`config.mk`:
```
export PLATFORM = sky130hd
export DESIGN_NAME = dbpc_near_chain
export DESIGN_NICKNAME = d
export VERILOG_FILES = /design/src/rtl/dbpc_pkg.sv /design/src/rtl/dbpc_axis_cell.sv /design/src/rtl/dbpc_near_chain.sv
export SDC_FILE = /design/constraint.sdc
export NUM_CORES = 2
export LEC_CHECK = 0
export BUFFER_PORTS_ARGS = -buffer_cell sky130_fd_sc_hd__buf_4
export CAP_MARGIN = 20
export CORE_MARGIN = 3
export CORE_UTILIZATION = 63
export CTS_CLUSTER_DIAMETER = 40
export CTS_CLUSTER_SIZE = 24
export DETAILED_ROUTE_END_ITERATION = 8
export PLACE_DENSITY = 0.81
export SETUP_SLACK_MARGIN = 0.02
export SLEW_MARGIN = 0
export SYNTH_ARGS = -nofsm -noshare
export SYNTH_HDL_FRONTEND = slang
export SYNTH_SLANG_ARGS = --single-unit
```
`constraint.sdc`:
```
create_clock -name clk -period 6.95 [get_ports clk]
set_input_delay 1.0425 -clock clk [delete_from_list [all_inputs] [get_ports clk]]
set_output_delay 1.0425 -clock clk [all_outputs]
set_load 0.005 [all_outputs]
```
`src/rtl/dbpc_pkg.sv`:
```
`timescale 1ns / 1ps
// ----------------------------------------------------------------------------
// dbpc_pkg
// Shared types and constants of the point clustering block.
// ----------------------------------------------------------------------------
package dbpc_pkg;

  localparam int EPS_W      = 16;
  localparam int MINN_W     = 11;
  localparam int LABEL_W    = 12;
  localparam int TOTAL_W    = 11;
  localparam int INDEX_W    = 10;
  localparam int IN_COORD_W = 16;

  localparam logic [1:0] OP_LOAD  = 2'd0;
  localparam logic [1:0] OP_RUN   = 2'd1;
  localparam logic [1:0] OP_READ  = 2'd2;
  localparam logic [1:0] OP_CLEAR = 2'd3;

  localparam logic [1:0] ST_OK       = 2'd0;
  localparam logic [1:0] ST_FULL     = 2'd1;
  localparam logic [1:0] ST_NO_POINT = 2'd2;

  // register select is byte address bit 2
  localparam logic REG_EPS  = 1'b0;
  localparam logic REG_MINN = 1'b1;

  localparam logic [EPS_W-1:0]   EPS_RESET   = 16'd50;
  localparam logic [MINN_W-1:0]  MINN_RESET  = 11'd5;
  localparam logic [LABEL_W-1:0] LABEL_NOISE = '1;

  typedef struct packed {
    logic [1:0]                    op;
    logic signed [IN_COORD_W-1:0]  x_coord;
    logic signed [IN_COORD_W-1:0]  y_coord;
    logic signed [IN_COORD_W-1:0]  z_coord;
    logic [INDEX_W-1:0]            index;
  } in_word_t;

  typedef struct packed {
    logic [1:0]                 status;
    logic signed [LABEL_W-1:0]  label;
    logic [TOTAL_W-1:0]         cluster_total;
    logic [TOTAL_W-1:0]         point_total;
  } out_word_t;

  typedef struct packed {
    logic vld;
    logic far;
  } link_ctl_t;

endpackage

```
`src/rtl/dbpc_axis_cell.sv`:
```
`timescale 1ns / 1ps
// ----------------------------------------------------------------------------
// dbpc_axis_cell
// One axis of the distance test: abs difference and radius check, then
// square and add into the running sum. Two register stages.
// ----------------------------------------------------------------------------
module dbpc_axis_cell #(
  parameter int COORD_BITS = 16,
  parameter int AW         = 10,
  parameter int SW         = 34,
  parameter int AXIS       = 0
) (
  input  logic                          clk,
  input  logic                          rst_n,
  input  dbpc_pkg::link_ctl_t           ctl_i,
  input  logic [AW-1:0]                 idx_i,
  input  logic [3*COORD_BITS-1:0]       pt_i,
  input  logic [SW-1:0]                 sum_i,
  input  logic signed [COORD_BITS-1:0]  a_i,
  input  logic [dbpc_pkg::EPS_W-1:0]    eps_i,
  output dbpc_pkg::link_ctl_t           ctl_o,
  output logic [AW-1:0]                 idx_o,
  output logic [3*COORD_BITS-1:0]       pt_o,
  output logic [SW-1:0]                 sum_o,
  output logic                          busy_o
);
  import dbpc_pkg::*;

  localparam int DW = COORD_BITS + 1;
  localparam int MW = (DW > EPS_W) ? DW : EPS_W;

  logic signed [DW-1:0]     a_e, b_e, d;
  logic [MW-1:0]            d_m;
  link_ctl_t                ctl_a_nxt;

  link_ctl_t                ctl_a_r, ctl_b_r;
  logic [AW-1:0]            idx_a_r, idx_b_r;
  logic [3*COORD_BITS-1:0]  pt_a_r, pt_b_r;
  logic [SW-1:0]            sum_a_r, sum_b_r;
  logic [EPS_W-1:0]         dm_a_r;
  logic [2*EPS_W-1:0]       sq;

  always_comb begin
    a_e = {a_i[COORD_BITS-1], a_i};
    b_e = {pt_i[AXIS*COORD_BITS+COORD_BITS-1], pt_i[AXIS*COORD_BITS +: COORD_BITS]};
    d   = (a_e >= b_e) ? (a_e - b_e) : (b_e - a_e);
    d_m = MW'($unsigned(d));
    ctl_a_nxt.vld = ctl_i.vld;
    ctl_a_nxt.far = ctl_i.far | (d_m > MW'(eps_i));
    sq  = dm_a_r * dm_a_r;
  end

  always_ff @(posedge clk) begin
    if (!rst_n) begin
      ctl_a_r <= '0;
      ctl_b_r <= '0;
    end else begin
      ctl_a_r <= ctl_a_nxt;
      ctl_b_r <= ctl_a_r;
    end
    idx_a_r <= idx_i;
    pt_a_r  <= pt_i;
    sum_a_r <= sum_i;
    // past the radius the square is never used, so keep the low bits only
    dm_a_r  <= d_m[EPS_W-1:0];
    idx_b_r <= idx_a_r;
    pt_b_r  <= pt_a_r;
    sum_b_r <= sum_a_r + SW'(sq);
  end

  assign ctl_o  = ctl_b_r;
  assign idx_o  = idx_b_r;
  assign pt_o   = pt_b_r;
  assign sum_o  = sum_b_r;
  assign busy_o = ctl_a_r.vld | ctl_b_r.vld;

endmodule

```
`src/rtl/dbpc_near_chain.sv`:
```
`timescale 1ns / 1ps
// ----------------------------------------------------------------------------
// dbpc_near_chain
// Row of three axis cells and a final radius compare. Takes one swept
// point per cycle; its neighbor flag comes out of a result register.
// ----------------------------------------------------------------------------
module dbpc_near_chain #(
  parameter int COORD_BITS = 16,
  parameter int AW         = 10
) (
  input  logic                          clk,
  input  logic                          rst_n,
  input  logic                          issue_vld,
  input  logic [AW-1:0]                 issue_idx,
  input  logic [3*COORD_BITS-1:0]       pt_q,
  input  logic [3*COORD_BITS-1:0]       pc,
  input  logic [dbpc_pkg::EPS_W-1:0]    eps,
  input  logic [2*dbpc_pkg::EPS_W-1:0]  eps_sq,
  output logic [AW-1:0]                 tap_idx,
  output logic                          res_vld,
  output logic                          res_near,
  output logic [AW-1:0]                 res_idx,
  output logic                          busy
);
  import dbpc_pkg::*;

  localparam int SW = 2*EPS_W + 2;

  logic                     v_m_r;
  logic [AW-1:0]            idx_m_r;
  link_ctl_t                ctl_w [0:3];
  logic [AW-1:0]            idx_w [0:3];
  logic [3*COORD_BITS-1:0]  pt_w  [0:3];
  logic [SW-1:0]            sum_w [0:3];
  logic [2:0]               cell_busy;
  logic                     res_vld_r, res_near_r;
  logic [AW-1:0]            res_idx_r;

  assign ctl_w[0].vld = v_m_r;
  assign ctl_w[0].far = 1'b0;
  assign idx_w[0]     = idx_m_r;
  assign pt_w[0]      = pt_q;
  assign sum_w[0]     = '0;

  for (genvar k = 0; k < 3; k++) begin : g_cell
    dbpc_axis_cell #(
      .COORD_BITS(COORD_BITS), .AW(AW), .SW(SW), .AXIS(k)
    ) u_cell (
      .clk    (clk),
      .rst_n  (rst_n),
      .ctl_i  (ctl_w[k]),
      .idx_i  (idx_w[k]),
      .pt_i   (pt_w[k]),
      .sum_i  (sum_w[k]),
      .a_i    (pc[k*COORD_BITS +: COORD_BITS]),
      .eps_i  (eps),
      .ctl_o  (ctl_w[k+1]),
      .idx_o  (idx_w[k+1]),
      .pt_o   (pt_w[k+1]),
      .sum_o  (sum_w[k+1]),
      .busy_o (cell_busy[k])
    );
  end

  always_ff @(posedge clk) begin
    if (!rst_n) begin
      v_m_r     <= 1'b0;
      res_vld_r <= 1'b0;
    end else begin
      v_m_r     <= issue_vld;
      res_vld_r <= ctl_w[3].vld;
    end
    idx_m_r    <= issue_idx;
    res_idx_r  <= idx_w[3];
    res_near_r <= !ctl_w[3].far && (sum_w[3] <= SW'(eps_sq));
  end

  assign tap_idx  = idx_w[3];
  assign res_vld  = res_vld_r;
  assign res_near = res_near_r;
  assign res_idx  = res_idx_r;
  assign busy     = v_m_r | (|cell_busy) | res_vld_r;

endmodule

```
; Yosys cells after proc, flatten, opt, wreduce, memory -nomap -nowiden
; Cells that the tools add are included.
[word_totals]
ff_bits = 501
inputBits = 157
out_inout_bits = 23
word_cells = 66
[classes]
addsub = 8
mul = 3
n_lt_le_gt_ge = 7
n_mux = 3
bitwise = 7
reduce_logical = 3
[op_table]
columns = operator, count
row1 = $sub 16x16->17, 6
row2 = $mul 16x16->32, 3
row3 = $gt 17x16->1, 3
row4 = $mux 17, 3
row5 = $ge 16x16->1, 3
row6 = $add 34x32->34, 1
row7 = $le 34x32->1, 1
row8 = $add 32x32->33, 1
row9 = $or 1x1->1, 7
row10 = $reduce_or 3->1, 1
row11 = $logic_and 1x1->1, 1
row12 = $logic_not 1->1, 1

; Longest topological paths before layout
[logic_depth]
depth_word = 4
depth_mapped = 25
ltp_nobuf = 24

; Cells and area by module
; A second synthesis with hierarchy kept.
[unflattened]
hier_cells = 4699
area_unflattened_um2 = 45630.0
[modules_own_cells]
columns = module, instances, cells_per_inst, area_each_um2, seq_area_each_um2
row1 = dbpc_axis_cell at g_cell[0].u_cell, 1, 1555, 14926.8, 4083.9
row2 = dbpc_axis_cell at g_cell[2].u_cell, 1, 1504, 14762.9, 4083.9
row3 = dbpc_axis_cell at g_cell[1].u_cell, 1, 1495, 14619.0, 4083.9
row4 = dbpc_near_chain, 1, 145, 1321.3, 460.4

; Worst setup path after synthesis
; OpenSTA, ideal clock, no wires.
[synth_timing]
kind = reg-to-reg
from = register g_cell[2].u_cell.dm_a_r[4]
to = register g_cell[2].u_cell.sum_b_r[32]
setup_time_ns = 0.072
arrival_time_ns = 6.158
slack_ns = 0.720
stages_incl_launch_ff = 23
synth_period_minus_slack_ns = 6.230
cell_sequence = dfxtp_1 -> clkbuf_1 -> clkbuf_1 -> nand2_1 -> fa_1 -> fa_1 -> fa_1 -> inv_1 -> fa_1 -> fa_1 -> inv_1 -> fa_1 -> inv_1 -> ha_1 -> and4_1 -> and2_1 -> a22o_1 -> a221o_1 -> nor2_1 -> o21ai_1 -> a211o_1 -> a221oi_1 -> xnor2_1
[synth_via]
elab_chain_len = 2
[synth_lines]
columns = element, line_no
row1 = from (decl), dbpc_axis_cell.sv:40  ; logic [EPS_W-1:0] dm_a_r;
row2 = from (signal assigned), dbpc_axis_cell.sv:65  ; dm_a_r <= d_m[EPS_W-1:0];
row3 = $mul 16x16->32, dbpc_axis_cell.sv:50  ; sq = dm_a_r * dm_a_r;
row4 = $add 34x32->34, dbpc_axis_cell.sv:68  ; sum_b_r <= sum_a_r + SW'(sq);
row5 = to (signal assigned), dbpc_axis_cell.sv:68
row6 = to (decl), dbpc_axis_cell.sv:39  ; logic [SW-1:0] sum_a_r, sum_b_r;
; No other way between the ends.
; A chain may end at the register's enable or synchronous reset.

; Final worst setup path
[layout_timing]
from = register g_cell[2].u_cell.dm_a_r[7]
to = register g_cell[2].u_cell.sum_b_r[32]
; Same word-level chain as after synthesis.

==> impl_results.md <==
- Commonest cells after routing, fill and taps aside: 1083 x inv_1, 554 x fa_1, 490 x ha_1
- Crit path DAT: between 7000 and 8000 ps
- Nets: between 5000 and 6000
- Fmax: 150 MHz
- Worst hold margin: 322 ps
- CP bufs+invs: 6
- Design area: between 0.04 and 0.05 sq mm
- Initial core utilization: 0.638
- Worst Path Required: about 7500 ps
- Initial drt markers: around 1400
- Setup TNS Final: 0 ps
- Mapped Avg Cell Area: roughly 9.4 sq um
- Post-route clock period utilization: 0.958
- Register area share after synthesis: 0.208
- Grt ovf: 0
- Row count: 90
- Yosys reg bits: 401
- Setup ws final: around 300 ps
- Critical Path Max Stage Delay: 710 ps
- CTS Buf Count: between 50 and 60
- DR vias/cell: between 5 and 6
- Syn Inst Count: around 4100
- Cell breakdown of the critical path: inv_1 -> fa_1 -> inv_1 -> fa_1 -> inv_1 -> fa_1 -> inv_1 -> fa_1 -> fa_1 -> inv_1 -> fa_1 -> inv_1 -> ha_1 -> and4_1 -> and2_1 -> a22o_1 -> a221o_1 -> nor2_1 -> o21ai_1 -> a211o_1 -> a221oi_1 -> xnor2_1
- Largest net degree at the start of global routing: 23
- Synth unique cells: 90
- IO Port Bufs: 179
- Final Hold Viols: 0
- Commonest non-fill, non-tap cell in the layout: inv_1
- Post-synthesis cell area: around 0.039 sq mm
- H-tree depth: 2
- Final setup viols: 0
- Async SR Flop Fraction: 0
- IO Pins: 180
- Hold-fix buffers at CTS: 0
- CTS sink cnt: 401
- DRT Pass-1 Iters: 7
- Worst-Skew Late Latency: around 650 ps
- Die area: roughly 0.064 sq mm
- HPWL Detailed: about 70000 um
- Final ANT Viol Nets: 0
- CTS tree: yes
- Hold Path Class: reg -> reg
- Relative max-transition margin: 0.436
- Crit path launch type: register
- Placed cell area: between 0.04 and 0.05 sq mm
- Max clock buf depth: 3
- Synth-to-layout area growth: 10.9%
- Max-cap violations: 0
- CP endpoint kind: register
- CP Class: reg -> reg
- Root Driver: clkbuf_16
- Core area: slightly above 0.06 sq mm
- DRT Wirelength: around 86000 um
- Number of flops mapped to enable cells by yosys: 0
- GRT Overall Usage: 0.280
- Ys flop type: dfxtp_1
- Status: finished, final reports clean
- Share of cells above drive strength 1: 0.0899
- Pins over their slew limit: 0
- Synthesis Warnings: 0
- # DRC: 0
- Reg clk slew, reported paths: approximately 80 ps
- Pre-CTS setup slack: 275 ps
- Vias in the first global route: roughly 30000
- Critical Path Fanout Max: 15
- Via count: ~28000
- Slowest stage cell, crit path: dfxtp_1
- Synth Net Count: between 5000 and 6000
- Die X-Extent: between 200 and 300 um
- Final Critical Period: 6660 ps
- RSZ-0062 raised after global routing: no
- Antenna violations before repair: 1
- Routed WL per cell: around 17 um
- Die Ht: about 250 um
- Critical path's top delay family: adder cells
- Clock Skew: 63.0 ps
- Slew of the pin with the lowest slew margin: about 850 ps
- Routability cong.: 0.957
- First-pass GRT wire length: 144000 um
metal layers:
metal | up-vias | share of wire | GRT usage
met5 | - | 0 | 0
met4 | 0 | 0.051 | 0.124
met3 | 235 | 0.057 | 0.0405
met2 | 852 | 0.50 | 0.499
met1 | 13400 | 0.39 | 0.337
li1 | 13000 | - | -
Yosys cell counts (all sizes together), types with 11 or more instances:
cell       n  area (sq um)
clkbuf    67           282
nand3     34           170
dfxtp    401          8030
nand4     43           284
or2       11          68.8
xnor2    107           937
xor2      35           307
nor2b     37           231
o21ai     82           410
a21boi    12          93.8
a31oi     17           106
nor3      25           130
o21a      34           255
nand2    293          1100
o211ai    13          97.6
nor2     138           521
fa       554         11100
a211oi    14           105
nand2b    16           100
buf       27           180
o31ai     13           103
and2     141           882
ha       490          6130
a21o      92           691
mux2      15           169
a21oi    163           823
mux2i     18           180
inv     1083          4070
o21bai    13          97.6
final timing paths:
path | startpoint | to | slack [ps] | cells after the start
setup / recovery | g_cell[2].u_cell.dm_a_r[7] | g_cell[2].u_cell.sum_o[32] | 290 | 22
hold / removal | g_cell[1].u_cell.sum_o[12] | g_cell[2].u_cell.sum_a_r[12] | 320 | 0
setup reg to reg | g_cell[2].u_cell.dm_a_r[7] | g_cell[2].u_cell.sum_o[32] | 290 | 22
hold reg to reg | g_cell[1].u_cell.sum_o[12] | g_cell[2].u_cell.sum_a_r[12] | 320 | 0
sequential cells by signal (all words and copies together), names as in the netlist:
name and count:
g_cell.u_cell.ctl_a_r 6, g_cell.u_cell.ctl_o 6, g_cell.u_cell.dm_a_r 48, g_cell.u_cell.idx_a_r 30, g_cell.u_cell.idx_o 30, g_cell.u_cell.pt_a_r 48, g_cell.u_cell.pt_o 48, g_cell.u_cell.sum_a_r 64
g_cell.u_cell.sum_o 98, idx_m_r 10, res_idx 10, res_near 1, res_vld 1, v_m_r 1
stage by stage:
step            util  std cells
5_1_grt        0.708       5120
3_3_place_gp   0.675       5019
6_report       0.708       5121
3_5_place_dp   0.675       5019
4_1_cts        0.708       5120
2_1_floorplan      -       4105
cell type report:
cell class                      count  area, sq um
Antenna cell                        1         2.50
Clock buffer                       61         1410
Clock inverter                     40          567
Fill cell                        4440        17700
Inverter                         1083         4070
Multi-Input combinational cell   2527        26100
Sequential cell                   401         8040
Tap cell                          782          978
Timing Repair Buffer              226         1700
kinds of logic after synthesis:
kind of cell / share of synthesized area
DFF: 0.208
xor gates and xnor gates: 0.0322
AOI/OAI and AO/OA: 0.0911
adders and majority gates: 0.445
other: 0.0000969
muxes: 0.00902
and+or+nand+nor: 0.0978
buffers and inverters: 0.117
repair_timing:
item | 4_1_cts | 5_1_grt
setup buffers | 0 | 0
setup endpoints to repair | 0 | 8
gates resized for setup | 0 | 12
worst reg2reg max path, stage by stage (launching register included):
cell and delay, ps:
dfxtp_1 710, inv_1 200, fa_1 570, inv_1 60
fa_1 510, inv_1 60, fa_1 520, inv_1 50
fa_1 460, fa_1 490, inv_1 50, fa_1 480
inv_1 40, ha_1 340, and4_1 210, and2_1 190
a22o_1 200, a221o_1 310, nor2_1 230, o21ai_1 190
a211o_1 330, a221oi_1 300, xnor2_1 150
Power is not shown: default switching activity piles up to over one toggle a cycle in this logic, so the estimate is an artifact.
